<file path="src/rtl/msgp_pkg.sv">
// Shared types and constants for the message packetizer.
// Depends on nothing; every other file in the block imports it.
package msgp_pkg;

    localparam int AddrW    = 40;
    localparam int FlagW    = 16;
    localparam int LimW     = 16;
    localparam int LenW     = 24;
    localparam int ByteW    = 8;
    localparam int CfgDataW = 40;
    localparam int CfgIdxW  = 3;
    localparam int TotalW   = 17;
    localparam int SumW     = 42;
    localparam int IdxW     = 5;

    // Header layout: 24 header bytes, then the payload word at position 24
    localparam logic [IdxW-1:0]  LastIdx  = 5'd24;
    localparam logic [ByteW-1:0] SrcPort  = 8'h20;
    localparam logic [ByteW-1:0] DstPort  = 8'h40;
    localparam logic [TotalW-1:0] HdrLen  = 17'd24;

    // Configuration register indexes
    typedef enum logic [CfgIdxW-1:0] {
        REG_SRC_ADDR  = 3'd0,
        REG_DST_ADDR  = 3'd1,
        REG_FLAGS     = 3'd2,
        REG_PAY_LIMIT = 3'd3,
        REG_PKT_LIMIT = 3'd4,
        REG_MSG_LEN   = 3'd5
    } t_reg_idx;

    typedef struct packed {
        logic [AddrW-1:0] source_addr;
        logic [AddrW-1:0] dst_addr;
        logic [FlagW-1:0] flags;
        logic [LimW-1:0]  pay_limit;
        logic [LimW-1:0]  pkt_limit;
        logic [LenW-1:0]  msg_len;
    } t_cfg;

    // One accepted word on its way to the serializer
    typedef struct packed {
        logic [ByteW-1:0]  data;
        logic [LimW-1:0]   num;
        logic [LenW-1:0]   frag;
        logic [TotalW-1:0] total;
        logic              hdr;
        logic              eop;
        logic              eom;
    } t_job;

endpackage

</file>
<file path="src/rtl/msgp_if.sv">
// Handshake channels of the message packetizer: message input, packet
// output and configuration writes. Depends on msgp_pkg.
interface msgp_in_if import msgp_pkg::*; ();
    logic             valid;
    logic             ready;
    logic [ByteW-1:0] message_byte;
    modport source (output valid, output message_byte, input ready);
    modport sink   (input valid, input message_byte, output ready);
endinterface

interface msgp_out_if import msgp_pkg::*; ();
    logic             valid;
    logic             ready;
    logic [ByteW-1:0] packet_byte;
    logic [LimW-1:0]  packet_number;
    logic             end_of_packet;
    logic             end_of_message;
    modport source (output valid, output packet_byte, output packet_number,
                    output end_of_packet, output end_of_message, input ready);
    modport sink   (input valid, input packet_byte, input packet_number,
                    input end_of_packet, input end_of_message, output ready);
endinterface

interface msgp_cfg_if import msgp_pkg::*; ();
    logic                valid;
    logic                ready;
    logic [CfgIdxW-1:0]  index;
    logic [CfgDataW-1:0] data;
    modport source (output valid, output index, output data, input ready);
    modport sink   (input valid, input index, input data, output ready);
endinterface

</file>
<file path="src/rtl/msgp_cfg.sv">
// Configuration register file of the message packetizer.
// Depends on msgp_pkg and msgp_cfg_if.
module msgp_cfg import msgp_pkg::*; (
    input  logic        i_clk,
    input  logic        i_rst_n,
    msgp_cfg_if.sink    i_cfg,
    output t_cfg        o_cfg,
    output logic        o_msg_clear
);

    t_cfg r_cfg;
    logic wr;

    assign i_cfg.ready = 1'b1;
    assign wr          = i_cfg.valid && i_cfg.ready;
    assign o_cfg       = r_cfg;

    // Pulse a message restart when the length register is written
    assign o_msg_clear = wr && (i_cfg.index == REG_MSG_LEN);

    // Decode the write word into its register, cut to width
    always_ff @(posedge i_clk) begin
        if (!i_rst_n) begin
            r_cfg.source_addr <= '0;
            r_cfg.dst_addr    <= '0;
            r_cfg.flags       <= '0;
            r_cfg.pay_limit   <= 16'd1;
            r_cfg.pkt_limit   <= '0;
            r_cfg.msg_len     <= '0;
        end else if (wr) begin
            unique case (t_reg_idx'(i_cfg.index))
                REG_SRC_ADDR:  r_cfg.source_addr <= i_cfg.data[AddrW-1:0];
                REG_DST_ADDR:  r_cfg.dst_addr    <= i_cfg.data[AddrW-1:0];
                REG_FLAGS:     r_cfg.flags       <= i_cfg.data[FlagW-1:0];
                REG_PAY_LIMIT: r_cfg.pay_limit   <= i_cfg.data[LimW-1:0];
                REG_PKT_LIMIT: r_cfg.pkt_limit   <= i_cfg.data[LimW-1:0];
                REG_MSG_LEN:   r_cfg.msg_len     <= i_cfg.data[LenW-1:0];
                default: ;
            endcase
        end
    end

endmodule

</file>
<file path="src/rtl/msgp_ctrl.sv">
// Message tracking for the packetizer: counts taken words, decides packet
// boundaries and drops, and hands a job to the serializer. Depends on msgp_pkg, msgp_in_if.
module msgp_ctrl import msgp_pkg::*; (
    input  logic        i_clk,
    input  logic        i_rst_n,
    input  t_cfg        i_cfg,
    input  logic        i_msg_clear,
    input  logic        i_slot_free,
    msgp_in_if.sink     i_msg,
    output logic        o_job_load,
    output t_job        o_job
);

    logic [LenW-1:0] r_bytes_taken, r_frag;
    logic [LimW-1:0] r_pkts, r_pos;

    logic            take, active, start, drop, eop, eom;
    logic [LimW-1:0] limit, plen, pos1, pkts1;
    logic [LenW-1:0] remaining, taken1;

    assign i_msg.ready = i_slot_free;
    assign take        = i_msg.valid && i_msg.ready;

    // Work out the packet geometry for the word at the input
    always_comb begin
        limit     = (i_cfg.pay_limit == '0) ? 16'd1 : i_cfg.pay_limit;
        active    = r_bytes_taken < i_cfg.msg_len;
        remaining = i_cfg.msg_len - r_frag;
        plen      = (remaining < {8'd0, limit}) ? remaining[LimW-1:0] : limit;
        start     = (r_pos == '0);
        drop      = start && (r_pkts >= i_cfg.pkt_limit);
        taken1    = r_bytes_taken + 24'd1;
        pos1      = r_pos + 16'd1;
        pkts1     = r_pkts + 16'd1;
        eop       = pos1 >= plen;
        eom       = eop && ((taken1 >= i_cfg.msg_len) || (pkts1 >= i_cfg.pkt_limit));
    end

    // Hand over a job for every word that produces output
    assign o_job_load = take && active && !drop;
    assign o_job.data  = i_msg.message_byte;
    assign o_job.num   = r_pkts;
    assign o_job.frag  = r_frag;
    assign o_job.total = HdrLen + {1'b0, plen};
    assign o_job.hdr   = start;
    assign o_job.eop   = eop;
    assign o_job.eom   = eom;

    // Advance the message counters; a length write restarts the message
    always_ff @(posedge i_clk) begin
        if (!i_rst_n || i_msg_clear) begin
            r_bytes_taken <= '0;
            r_frag        <= '0;
            r_pkts        <= '0;
            r_pos         <= '0;
        end else if (take && active) begin
            r_bytes_taken <= taken1;
            if (!drop) begin
                if (eop) begin
                    r_frag <= taken1;
                    r_pos  <= '0;
                    r_pkts <= pkts1;
                end else begin
                    r_pos  <= pos1;
                end
            end
        end
    end

    a_taken_in_msg: assert property (@(posedge i_clk) disable iff (!i_rst_n)
        r_bytes_taken <= i_cfg.msg_len)
        else $error("taken count ran past the message length");

    a_frag_behind: assert property (@(posedge i_clk) disable iff (!i_rst_n)
        r_frag <= r_bytes_taken)
        else $error("fragment offset ahead of taken count");

    a_clear_restarts: assert property (@(posedge i_clk) disable iff (!i_rst_n)
        i_msg_clear |=> (r_bytes_taken == '0) && (r_pos == '0))
        else $error("length write did not restart the message");

endmodule

</file>
<file path="src/rtl/msgp_emit.sv">
// Packet serializer: holds one job, walks the 24 header words (first word of a
// packet only) and the payload word into the output register. Depends on msgp_pkg, msgp_out_if.
module msgp_emit import msgp_pkg::*; (
    input  logic        i_clk,
    input  logic        i_rst_n,
    input  t_cfg        i_cfg,
    input  logic        i_job_load,
    input  t_job        i_job,
    output logic        o_slot_free,
    msgp_out_if.source  o_pkt
);

    logic            r_job_valid;
    t_job            r_job;
    logic [IdxW-1:0] r_idx;
    logic [SumW-1:0] r_sum;

    logic             r_out_valid;
    logic [ByteW-1:0] r_out_byte;
    logic [LimW-1:0]  r_out_num;
    logic             r_out_eop, r_out_eom;

    logic             out_free, step, last, job_done;
    logic [SumW-1:0]  n_sum;
    logic [32:0]      fold_a;
    logic [31:0]      fold_b, chk;
    logic [LenW-1:0]  total24;
    logic [ByteW-1:0] n_byte;

    assign out_free    = !r_out_valid || o_pkt.ready;
    assign step        = r_job_valid && out_free;
    assign last        = (r_idx == LastIdx);
    assign job_done    = step && last;
    assign o_slot_free = !r_job_valid || job_done;

    // Raw header sum, registered; it settles after a job loads, long before use
    assign n_sum = {2'd0, i_cfg.source_addr} + {2'd0, i_cfg.dst_addr}
                 + {34'd0, SrcPort} + {34'd0, DstPort}
                 + {18'd0, r_job.frag} + {26'd0, i_cfg.flags}
                 + {25'd0, r_job.total};

    always_ff @(posedge i_clk) begin
        r_sum <= n_sum;
    end

    // Reduce modulo 2^32-1 by end-around folding
    always_comb begin
        fold_a = {1'b0, r_sum[31:0]} + {23'd0, r_sum[SumW-1:32]};
        fold_b = fold_a[31:0] + {31'd0, fold_a[32]};
        chk    = (fold_b == 32'hFFFF_FFFF) ? 32'd0 : fold_b;
    end

    assign total24 = {7'd0, r_job.total};

    // Select the header word, or the payload word, at the current position
    always_comb begin
        case (r_idx)
            5'd0:    n_byte = i_cfg.source_addr[39:32];
            5'd1:    n_byte = i_cfg.source_addr[31:24];
            5'd2:    n_byte = i_cfg.source_addr[23:16];
            5'd3:    n_byte = i_cfg.source_addr[15:8];
            5'd4:    n_byte = i_cfg.source_addr[7:0];
            5'd5:    n_byte = i_cfg.dst_addr[39:32];
            5'd6:    n_byte = i_cfg.dst_addr[31:24];
            5'd7:    n_byte = i_cfg.dst_addr[23:16];
            5'd8:    n_byte = i_cfg.dst_addr[15:8];
            5'd9:    n_byte = i_cfg.dst_addr[7:0];
            5'd10:   n_byte = SrcPort;
            5'd11:   n_byte = DstPort;
            5'd12:   n_byte = r_job.frag[23:16];
            5'd13:   n_byte = r_job.frag[15:8];
            5'd14:   n_byte = r_job.frag[7:0];
            5'd15:   n_byte = i_cfg.flags[15:8];
            5'd16:   n_byte = i_cfg.flags[7:0];
            5'd17:   n_byte = total24[23:16];
            5'd18:   n_byte = total24[15:8];
            5'd19:   n_byte = total24[7:0];
            5'd20:   n_byte = chk[31:24];
            5'd21:   n_byte = chk[23:16];
            5'd22:   n_byte = chk[15:8];
            5'd23:   n_byte = chk[7:0];
            default: n_byte = r_job.data;
        endcase
    end

    // Hold the job and advance through its words
    always_ff @(posedge i_clk) begin
        if (!i_rst_n) begin
            r_job_valid <= 1'b0;
            r_idx       <= '0;
        end else if (i_job_load) begin
            r_job_valid <= 1'b1;
            r_idx       <= i_job.hdr ? '0 : LastIdx;
        end else if (job_done) begin
            r_job_valid <= 1'b0;
        end else if (step) begin
            r_idx       <= r_idx + 5'd1;
        end
    end

    always_ff @(posedge i_clk) begin
        if (i_job_load) begin
            r_job <= i_job;
        end
    end

    // Output register: load on a step, drop when the word is taken
    always_ff @(posedge i_clk) begin
        if (!i_rst_n) begin
            r_out_valid <= 1'b0;
        end else if (step) begin
            r_out_valid <= 1'b1;
        end else if (o_pkt.ready) begin
            r_out_valid <= 1'b0;
        end
    end

    always_ff @(posedge i_clk) begin
        if (step) begin
            r_out_byte <= n_byte;
            r_out_num  <= r_job.num;
            r_out_eop  <= last && r_job.eop;
            r_out_eom  <= last && r_job.eom;
        end
    end

    assign o_pkt.valid          = r_out_valid;
    assign o_pkt.packet_byte    = r_out_byte;
    assign o_pkt.packet_number  = r_out_num;
    assign o_pkt.end_of_packet  = r_out_eop;
    assign o_pkt.end_of_message = r_out_eom;

    a_idx_bound: assert property (@(posedge i_clk) disable iff (!i_rst_n)
        r_job_valid |-> r_idx <= LastIdx)
        else $error("word position past the payload word");

    a_eom_on_eop: assert property (@(posedge i_clk) disable iff (!i_rst_n)
        (r_out_valid && r_out_eom) |-> r_out_eop)
        else $error("end of message without end of packet");

    a_load_when_free: assert property (@(posedge i_clk) disable iff (!i_rst_n)
        i_job_load |-> o_slot_free)
        else $error("job loaded over a busy slot");

endmodule

</file>
<file path="src/rtl/message_packetizer.sv">
// Message packetizer: a taken input word is held as a job, then moved to the
// output register. Payload words flow at one per cycle while the output is not
// stalled; a packet's first word yields 24 header words plus itself, holding
// the input while the serializer walks the header. Synchronous active-low
// reset clears message counters, loads payload_limit 1, other config regs 0.
module message_packetizer import msgp_pkg::*; (
    input  logic        i_clk,
    input  logic        i_rst_n,
    msgp_cfg_if.sink    i_cfg,
    msgp_in_if.sink     i_msg,
    msgp_out_if.source  o_pkt
);

    t_cfg cfg;
    logic msg_clear;
    logic slot_free;
    logic job_load;
    t_job job;

    msgp_cfg u_cfg (
        .i_clk       (i_clk),
        .i_rst_n     (i_rst_n),
        .i_cfg       (i_cfg),
        .o_cfg       (cfg),
        .o_msg_clear (msg_clear)
    );

    msgp_ctrl u_ctrl (
        .i_clk       (i_clk),
        .i_rst_n     (i_rst_n),
        .i_cfg       (cfg),
        .i_msg_clear (msg_clear),
        .i_slot_free (slot_free),
        .i_msg       (i_msg),
        .o_job_load  (job_load),
        .o_job       (job)
    );

    msgp_emit u_emit (
        .i_clk       (i_clk),
        .i_rst_n     (i_rst_n),
        .i_cfg       (cfg),
        .i_job_load  (job_load),
        .i_job       (job),
        .o_slot_free (slot_free),
        .o_pkt       (o_pkt)
    );

endmodule
</file>
<file path="src/flat_wrapper.sv">
// flat-port wrapper written by rule: the top's interface ports become plain ports
module message_packetizer_flat import msgp_pkg::*;
  (i_clk, i_rst_n, i_cfg_valid, i_cfg_index, i_cfg_data, i_cfg_ready, i_msg_valid, i_msg_message_byte, i_msg_ready, o_pkt_valid, o_pkt_packet_byte, o_pkt_packet_number, o_pkt_end_of_packet, o_pkt_end_of_message, o_pkt_ready);
  msgp_cfg_if i_cfg_i ();
  msgp_in_if i_msg_i ();
  msgp_out_if o_pkt_i ();
  input  logic i_clk;
  input  logic i_rst_n;
  input wire logic [$bits(i_cfg_i.valid)-1:0] i_cfg_valid;
  input wire logic [$bits(i_cfg_i.index)-1:0] i_cfg_index;
  input wire logic [$bits(i_cfg_i.data)-1:0] i_cfg_data;
  output wire logic [$bits(i_cfg_i.ready)-1:0] i_cfg_ready;
  input wire logic [$bits(i_msg_i.valid)-1:0] i_msg_valid;
  input wire logic [$bits(i_msg_i.message_byte)-1:0] i_msg_message_byte;
  output wire logic [$bits(i_msg_i.ready)-1:0] i_msg_ready;
  output wire logic [$bits(o_pkt_i.valid)-1:0] o_pkt_valid;
  output wire logic [$bits(o_pkt_i.packet_byte)-1:0] o_pkt_packet_byte;
  output wire logic [$bits(o_pkt_i.packet_number)-1:0] o_pkt_packet_number;
  output wire logic [$bits(o_pkt_i.end_of_packet)-1:0] o_pkt_end_of_packet;
  output wire logic [$bits(o_pkt_i.end_of_message)-1:0] o_pkt_end_of_message;
  input wire logic [$bits(o_pkt_i.ready)-1:0] o_pkt_ready;
  assign i_cfg_i.valid = i_cfg_valid;
  assign i_cfg_i.index = i_cfg_index;
  assign i_cfg_i.data = i_cfg_data;
  assign i_cfg_ready = i_cfg_i.ready;
  assign i_msg_i.valid = i_msg_valid;
  assign i_msg_i.message_byte = i_msg_message_byte;
  assign i_msg_ready = i_msg_i.ready;
  assign o_pkt_valid = o_pkt_i.valid;
  assign o_pkt_packet_byte = o_pkt_i.packet_byte;
  assign o_pkt_packet_number = o_pkt_i.packet_number;
  assign o_pkt_end_of_packet = o_pkt_i.end_of_packet;
  assign o_pkt_end_of_message = o_pkt_i.end_of_message;
  assign o_pkt_i.ready = o_pkt_ready;
  message_packetizer u_core (.i_clk(i_clk), .i_rst_n(i_rst_n), .i_cfg(i_cfg_i), .i_msg(i_msg_i), .o_pkt(o_pkt_i));
endmodule
</file>
<file path="config.mk">
export PLATFORM = sky130hd
export DESIGN_NAME = message_packetizer_flat
export DESIGN_NICKNAME = d
export VERILOG_FILES = /design/src/rtl/msgp_pkg.sv /design/src/rtl/msgp_if.sv /design/src/rtl/msgp_cfg.sv /design/src/rtl/msgp_ctrl.sv /design/src/rtl/msgp_emit.sv /design/src/rtl/message_packetizer.sv /design/src/flat_wrapper.sv
export SDC_FILE = /design/constraint.sdc
export NUM_CORES = 1
export LEC_CHECK = 0
export BUFFER_PORTS_ARGS = -buffer_cell sky130_fd_sc_hd__buf_2
export CAP_MARGIN = 20
export CORE_MARGIN = 8
export CORE_UTILIZATION = 45
export CTS_CLUSTER_SIZE = 25
export DETAILED_ROUTE_END_ITERATION = 10
export SKIP_CTS_REPAIR_TIMING = 1
export SYNTH_ARGS = -nofsm -noshare
export SYNTH_HDL_FRONTEND = slang
export SYNTH_HIERARCHICAL = 1
export SYNTH_SLANG_ARGS = --single-unit
</file>
<file path="constraint.sdc">
create_clock -name i_clk -period 14.1 [get_ports i_clk]
set_input_delay 1.41 -clock i_clk [delete_from_list [all_inputs] [get_ports i_clk]]
set_output_delay 1.41 -clock i_clk [all_outputs]
set_load 0.05 [all_outputs]
</file>
### Word-level counts from Yosys, hierarchy flattened

Cells that the tools add are included.

| storage, ports and cells | value |
|---|---|
| register bits | 374 |
| input port bits | 56 |
| output and inout bits | 29 |
| word-level logic and storage cells | 123 |

| cells by class | value |
|---|---|
| add/subtract/negate cells | 14 |
| magnitude comparators | 6 |
| equality and inequality tests | 31 |
| mux-type cells | 13 |
| bitwise gates (word level) | 1 |
| reduce and logical (&&, ||, !) cells | 34 |

Operators with widths:

| operator | number |
|---|---|
| case mux 8 bit (24 select lines) | 1 |
| greater-or-equal comparator 16 bit | 3 |
| two-way mux 16 bit | 3 |
| equality test 5 bit (second input constant) | 9 |
| adder 41 x 6 -> 42 bit (second input constant) | 1 |
| adder 42 x 16 -> 42 bit | 1 |
| adder 42 x 17 -> 42 bit | 1 |
| adder 42 x 24 -> 42 bit | 1 |
| adder 42 x 7 -> 42 bit (second input constant) | 1 |
| adder 40 x 40 -> 41 bit | 1 |
| equality test 5 x 4 -> 1 bit (second input constant) | 8 |
| adder 32 x 10 -> 33 bit | 1 |
| adder 16 x 1 -> 16 bit (second input constant) | 2 |
| adder 32 x 1 -> 32 bit | 1 |
| equality test 32 bit (second input constant) | 1 |
| zero test 16 bit | 2 |
| two-way mux 32 bit | 1 |
| adder 24 x 1 -> 24 bit (second input constant) | 1 |
| greater-or-equal comparator 24 bit | 1 |
| less-than comparator 24 x 16 -> 1 bit | 1 |
| less-than comparator 24 bit | 1 |
| subtractor 24 bit | 1 |
| equality test 5 x 3 -> 1 bit (second input constant) | 4 |
| two-way mux 5 bit | 4 |
| 18 further kinds | 48 |

### Depth between registers and ports, before layout

| logic depth | value |
|---|---|
| depth after elaboration | 10 |
| depth in mapped cells | 36 |
| gate-level depth less buffers | 31 |

### Cells and area by module

The synthesis kept the hierarchy.

Modules (own cells, without submodules):

| module | times used | cells an instance | area each (sq um) | seq. area each (sq um) |
|---|---|---|---|---|
| msgp_emit | 1 | 1168 | 12094.1 | 3773.6 |
| msgp_ctrl | 1 | 1083 | 8588.2 | 1601.5 |
| msgp_cfg | 1 | 545 | 5641.7 | 3042.9 |

### Least setup slack after synthesis

OpenSTA, ideal clock, no wires.

| timing path | value |
|---|---|
| path type | reg-to-reg |
| start | reg u_core.u_cfg.r_cfg, in the netlist u_core/u_cfg/o_cfg[0] |
| end | reg u_core.u_ctrl.r_frag[22] |
| library setup time | 0.116 ns |
| arrival | 6.789 ns |
| data required time | 13.984 ns |
| slack | 7.194 ns |
| stages on the path, launching flop included | 37 |
| path buffers | 5 |
| clock period less this slack | 6.906 ns |
| path through | dfxtp_1 > inv_1 > ha_1 > inv_1 > fa_1 > a211oi_1 > o21ai_1 > a32oi_1 > and2_1 > o21ai_0 > xor2_1 > ha_1 > and4_1 > a2111oi_0 > nand4_1 > nor4_1 > nand4_1 > and4b_1 > buf_6 > buf_4 > buf_4 > nor2_1 > a21oi_1 > ha_1 > nand2b_1 > a21o_1 > a21o_1 > a21o_1 > a21o_1 > a2111oi_0 > o21a_1 > inv_1 > nand3_1 > buf_2 > buf_1 > nand2_1 > o211a_1 |

| between the ends | value |
|---|---|
| longest elaborated chain between the ends | 5 |
| elaborated cells between the ends (all ways) | 7 |
| classes of those cells | add/sub (1); order compare (3); mux (1); reduce/logical (2) |

Ends and longest elaborated chain:

| item | RTL line | text |
|---|---|---|
| from (decl) | msgp_cfg.sv:11 | `t_cfg r_cfg;` |
| subtractor 24 bit | msgp_ctrl.sv:28 | `remaining = i_cfg.msg_len - r_frag;` |
| less-than comparator 24 x 16 -> 1 bit | msgp_ctrl.sv:29 | `plen = (remaining < {8'd0, limit}) ? remaining[LimW-1:0] : limit;` |
| two-way mux 16 bit | msgp_ctrl.sv:29 |  |
| greater-or-equal comparator 16 bit | msgp_ctrl.sv:35 | `eop = pos1 >= plen;` |
| AND reduction 3 bit (no source line) * | -- |  |
| to (signal assigned) | msgp_ctrl.sv:60 | `r_frag <= taken1;` |
| to (decl) | msgp_ctrl.sv:14 | `logic [LenW-1:0] r_bytes_taken, r_frag;` |

Mark *: on every way between the ends. The rest lies on a longest branch, timed or not.
A chain may end at the register's enable or synchronous reset.

==> impl_metrics.csv <==
group,metric,value,unit
synthesis,synth.avg_cell_area,9.41,µm²
timing,finalSetupTns,0,ns
routing,drtPass1Iterations,6,
critical_path,crit_slowest_cell,"buf_4",
finish,design_area,28800,µm²
global_route,antenna_found_initial,0,
finish,synthToLayoutAreaGrowth,9.58,%
timing,setup_violations,0,
pwr,intPower,0.00239,W
synthesis,synth_top_cell_by_area,"dfxtp_1",
critical_path,path_class,"flop to flop",
pwr,swShare,36.5,%
routing,wl_per_cell,23.9,µm
job,max-cap-violations,0,
routing,drc,0,
finish,drive_gt1_share,8.81,%
synthesis,synth_cell_types,115,
synthesis,syn-num-nets,3185,
place,io_buffers,83,
place,dpl_cell_area,27300,µm²
clock_network,ctsHtreeMaxLevel,2,
critical_path,cp-start-kind,"flop",
clock_network,clockRootBuffer,"clkbuf_16",
outcome,status,"complete, no violations",
clock_network,clockBufferDepth,3,
pwr,pwr-share-comb,32.6,%
routing,ant_nets,0,
floorplanning,die_w,258,µm
synthesis,netlist_area,26300,µm²
critical_path,critPathMaxFanout,59,
clock_network,cts_buffers,46,
critical_path,critPathMaxStageDelay,0.51,ns
routing,detail_route.iter0.violations,1400,
timing,relSlewSlack,30.3,%
pwr,total_power,0.00377,W
routing,via_count,21400,
critical_path,cp_top_family,"compound AO/OA/AOI/OAI gates",
floorplanning,start_util,45.5,%
timing,finalMaxSlewViolations,0,
synthesis,synth.most_common_cell,"nand2_1",
clock_network,cts_tree,"yes",
pwr,vdd_drop_max,0.0000996,V
clock_network,insertion_delay,0.61,ns
pwr,p_switching,0.00138,W
global_route,grt_overflow,0,
timing,rsz0062_at_grt,"no",
floorplanning,num_io_pins,85,
synthesis,ys_top_cells_by_area,"dfxtp_1 21%, ha_1 13%, edfxtp_1 11%",
global_route,met2_usage,44.6,%
timing,worst_pin_slew,1.04,ns
global_route,grt_max_degree,84,
place,dp.cells,3552,
critical_path,cp_data_required_time,14.60,ns
finish,diodes,0,
routing,vias_per_cell,5.89,
worst_hold_path,hold_class,"flop to flop",
place,dp_hpwl,68.4,mm
synthesis,syn_inst,2796,
synthesis,yosysSeqAreaShare,32.0,%
floorplanning,die_y,258,µm
pwr,p_leak,12.8,nW
timing,period_share,58.5,%
critical_path,crit_arrival,8.74,ns
routing,finalWirelength,87.0,mm
critical_path,cp-end-kind,"flop",
global_route,grt_pass1_vias,21500,
pwr,pwr-share-clk,33.0,%
synthesis,synth-edff-count,93,
critical_path,cpMostUsedCell,"a21o_1",
pwr,seqPwrFrac,34.4,%
timing,layout_min_cycle_time,8.24,ns
global_route,met3_usage,2.95,%
clock_network,cts_sinks,374,
pwr,p_per_area,131,nW/µm²
finish,fill_cells,5461,
global_route,grt_pass1_wl,131,mm
global_route,busiest_layer,"met2",
critical_path,path_buf_inv,5,
timing,finClkSkew,0.0385,ns
global_route,gr-usage-met1,31.0,%
synthesis,synthDominantCellAreaShare,21.4,%
synthesis,synth_common_cells,"314 x nand2_1, 281 x dfxtp_1, 273 x ha_1",
floorplanning,core,57800,µm²
timing,fmax,121,MHz
synthesis,ys.flop_type,"dfxtp_1",
clock_network,clk_pin_slew,0.06,ns
finish,layout.nets,3224,
synthesis,synth-seq-cells,374,
timing,hold_violations,0,
floorplanning,rows,88,
place,gp_congestion,0.969,
synthesis,async_flop_share,0,%
global_route,track_usage,25.3,%
finish,stdcell_count,3638,
floorplanning,dieArea,66500,µm²
synthesis,yosysWarnings,6,
## area by class of cell
type                    count  area [µm²]  area share, %
repair buffers            107         602           2.09
inverters                 139         522           1.81
flip-flops and latches    374        8420           29.2
clock inverters            26         340           1.18
clock buffers              60        1250           4.35
well taps                 765         957           3.32
multi-input cells        2167       16800           58.1
## layout by cell type (no fill, tap or decap), drive strengths merged, types with 10 or more instances in the layout
cell	netlist	routed
o21bai	10	10
ha	273	273
nand2b	29	29
clkinv	0	12
nor4	24	24
a221oi	18	18
a22oi	27	27
fa	60	60
edfxtp	93	93
nor2	182	182
a22o	13	13
dfxtp	281	281
mux2i	176	176
and3	61	61
buf	70	107
nor3b	12	12
o31ai	10	10
a21oi	108	108
a2111oi	13	13
nand4	50	50
o21a	31	31
a31oi	19	19
a21o	67	67
nor2b	34	34
nor3	30	30
xnor2	84	84
clkbuf	46	60
o21ai	97	97
xor2	103	103
and2	17	17
nand3	74	74
o211ai	19	19
a211oi	42	42
nand2	314	314
inv	139	142
or3	13	13
and4	15	15
## per-stage QoR
step           hold slack [ns]  util [%]  setup slack, ns
6_report                 0.423      49.9             5.86
5_1_grt                  0.431      49.9             5.14
4_1_cts                  0.422      49.9             5.89
3_5_place_dp             0.406      47.1             5.94
3_3_place_gp             0.402      47.1             6.11
2_1_floorplan            0.400         -             7.19
## final timing paths
kind / cells past startpoint / slack [ns] / end / start
min: 0 / 0.42 / u_core/u_emit/o_pkt.packet_number[8] / u_core/u_emit/r_job[52]
max: 33 / 5.86 / u_core/u_ctrl/r_frag[11] / u_core/u_cfg/o_cfg[0]
min reg2reg: 0 / 0.42 / u_core/u_emit/o_pkt.packet_number[8] / u_core/u_emit/r_job[52]
max reg2reg: 33 / 5.86 / u_core/u_ctrl/r_frag[11] / u_core/u_cfg/o_cfg[0]
## power by group through the flow
| stage | registers, W | clock network [W] | logic (W) |
|---|---|---|---|
| CTS | 0.00129 | 0.00127 | 0.00122 |
| global placement | 0.00132 | 0 | 0.00120 |
| global route | 0.00130 | 0.00131 | 0.00135 |
| finish | 0.00130 | 0.00124 | 0.00123 |
| floorplan | 0.00129 | 0 | 0.000876 |
| detailed placement | 0.00132 | 0 | 0.00121 |
## registers in the layout, indices dropped and copies added, names as in the netlist, 5 cells and up
signal and cells:
u_core/u_ctrl/r_bytes_taken 24, u_core/u_ctrl/r_frag 24, u_core/u_ctrl/r_pkts 16, u_core/u_emit/r_sum 42, u_core/u_ctrl/r_pos 16, u_core/u_cfg/o_cfg 152, u_core/u_emit/r_idx 5, u_core/u_emit/o_pkt.packet_number 16
u_core/u_emit/r_job 67, u_core/u_emit/o_pkt.packet_byte 8
## kinds of logic (layout without fill, tap and decap cells)
family,count (synthesis),in the layout,synth area share (%)
xor+xnor,187,187,6.25
other cells,1,1,0.0142
compound gates,566,566,15.6
simple gates,899,899,17.0
flops,374,374,32.0
fa+ha+maj,334,334,17.6
buf+inv,255,332,4.53
mux,180,180,6.98
## per-layer routing
layer,part of all wire (%),up-vias
met4,4.7,0
met1,42,10500
met2,49,549
li1,-,10200
met3,4.2,164
met5,0,-
No activity file was read; power rests on OpenSTA's default activity.
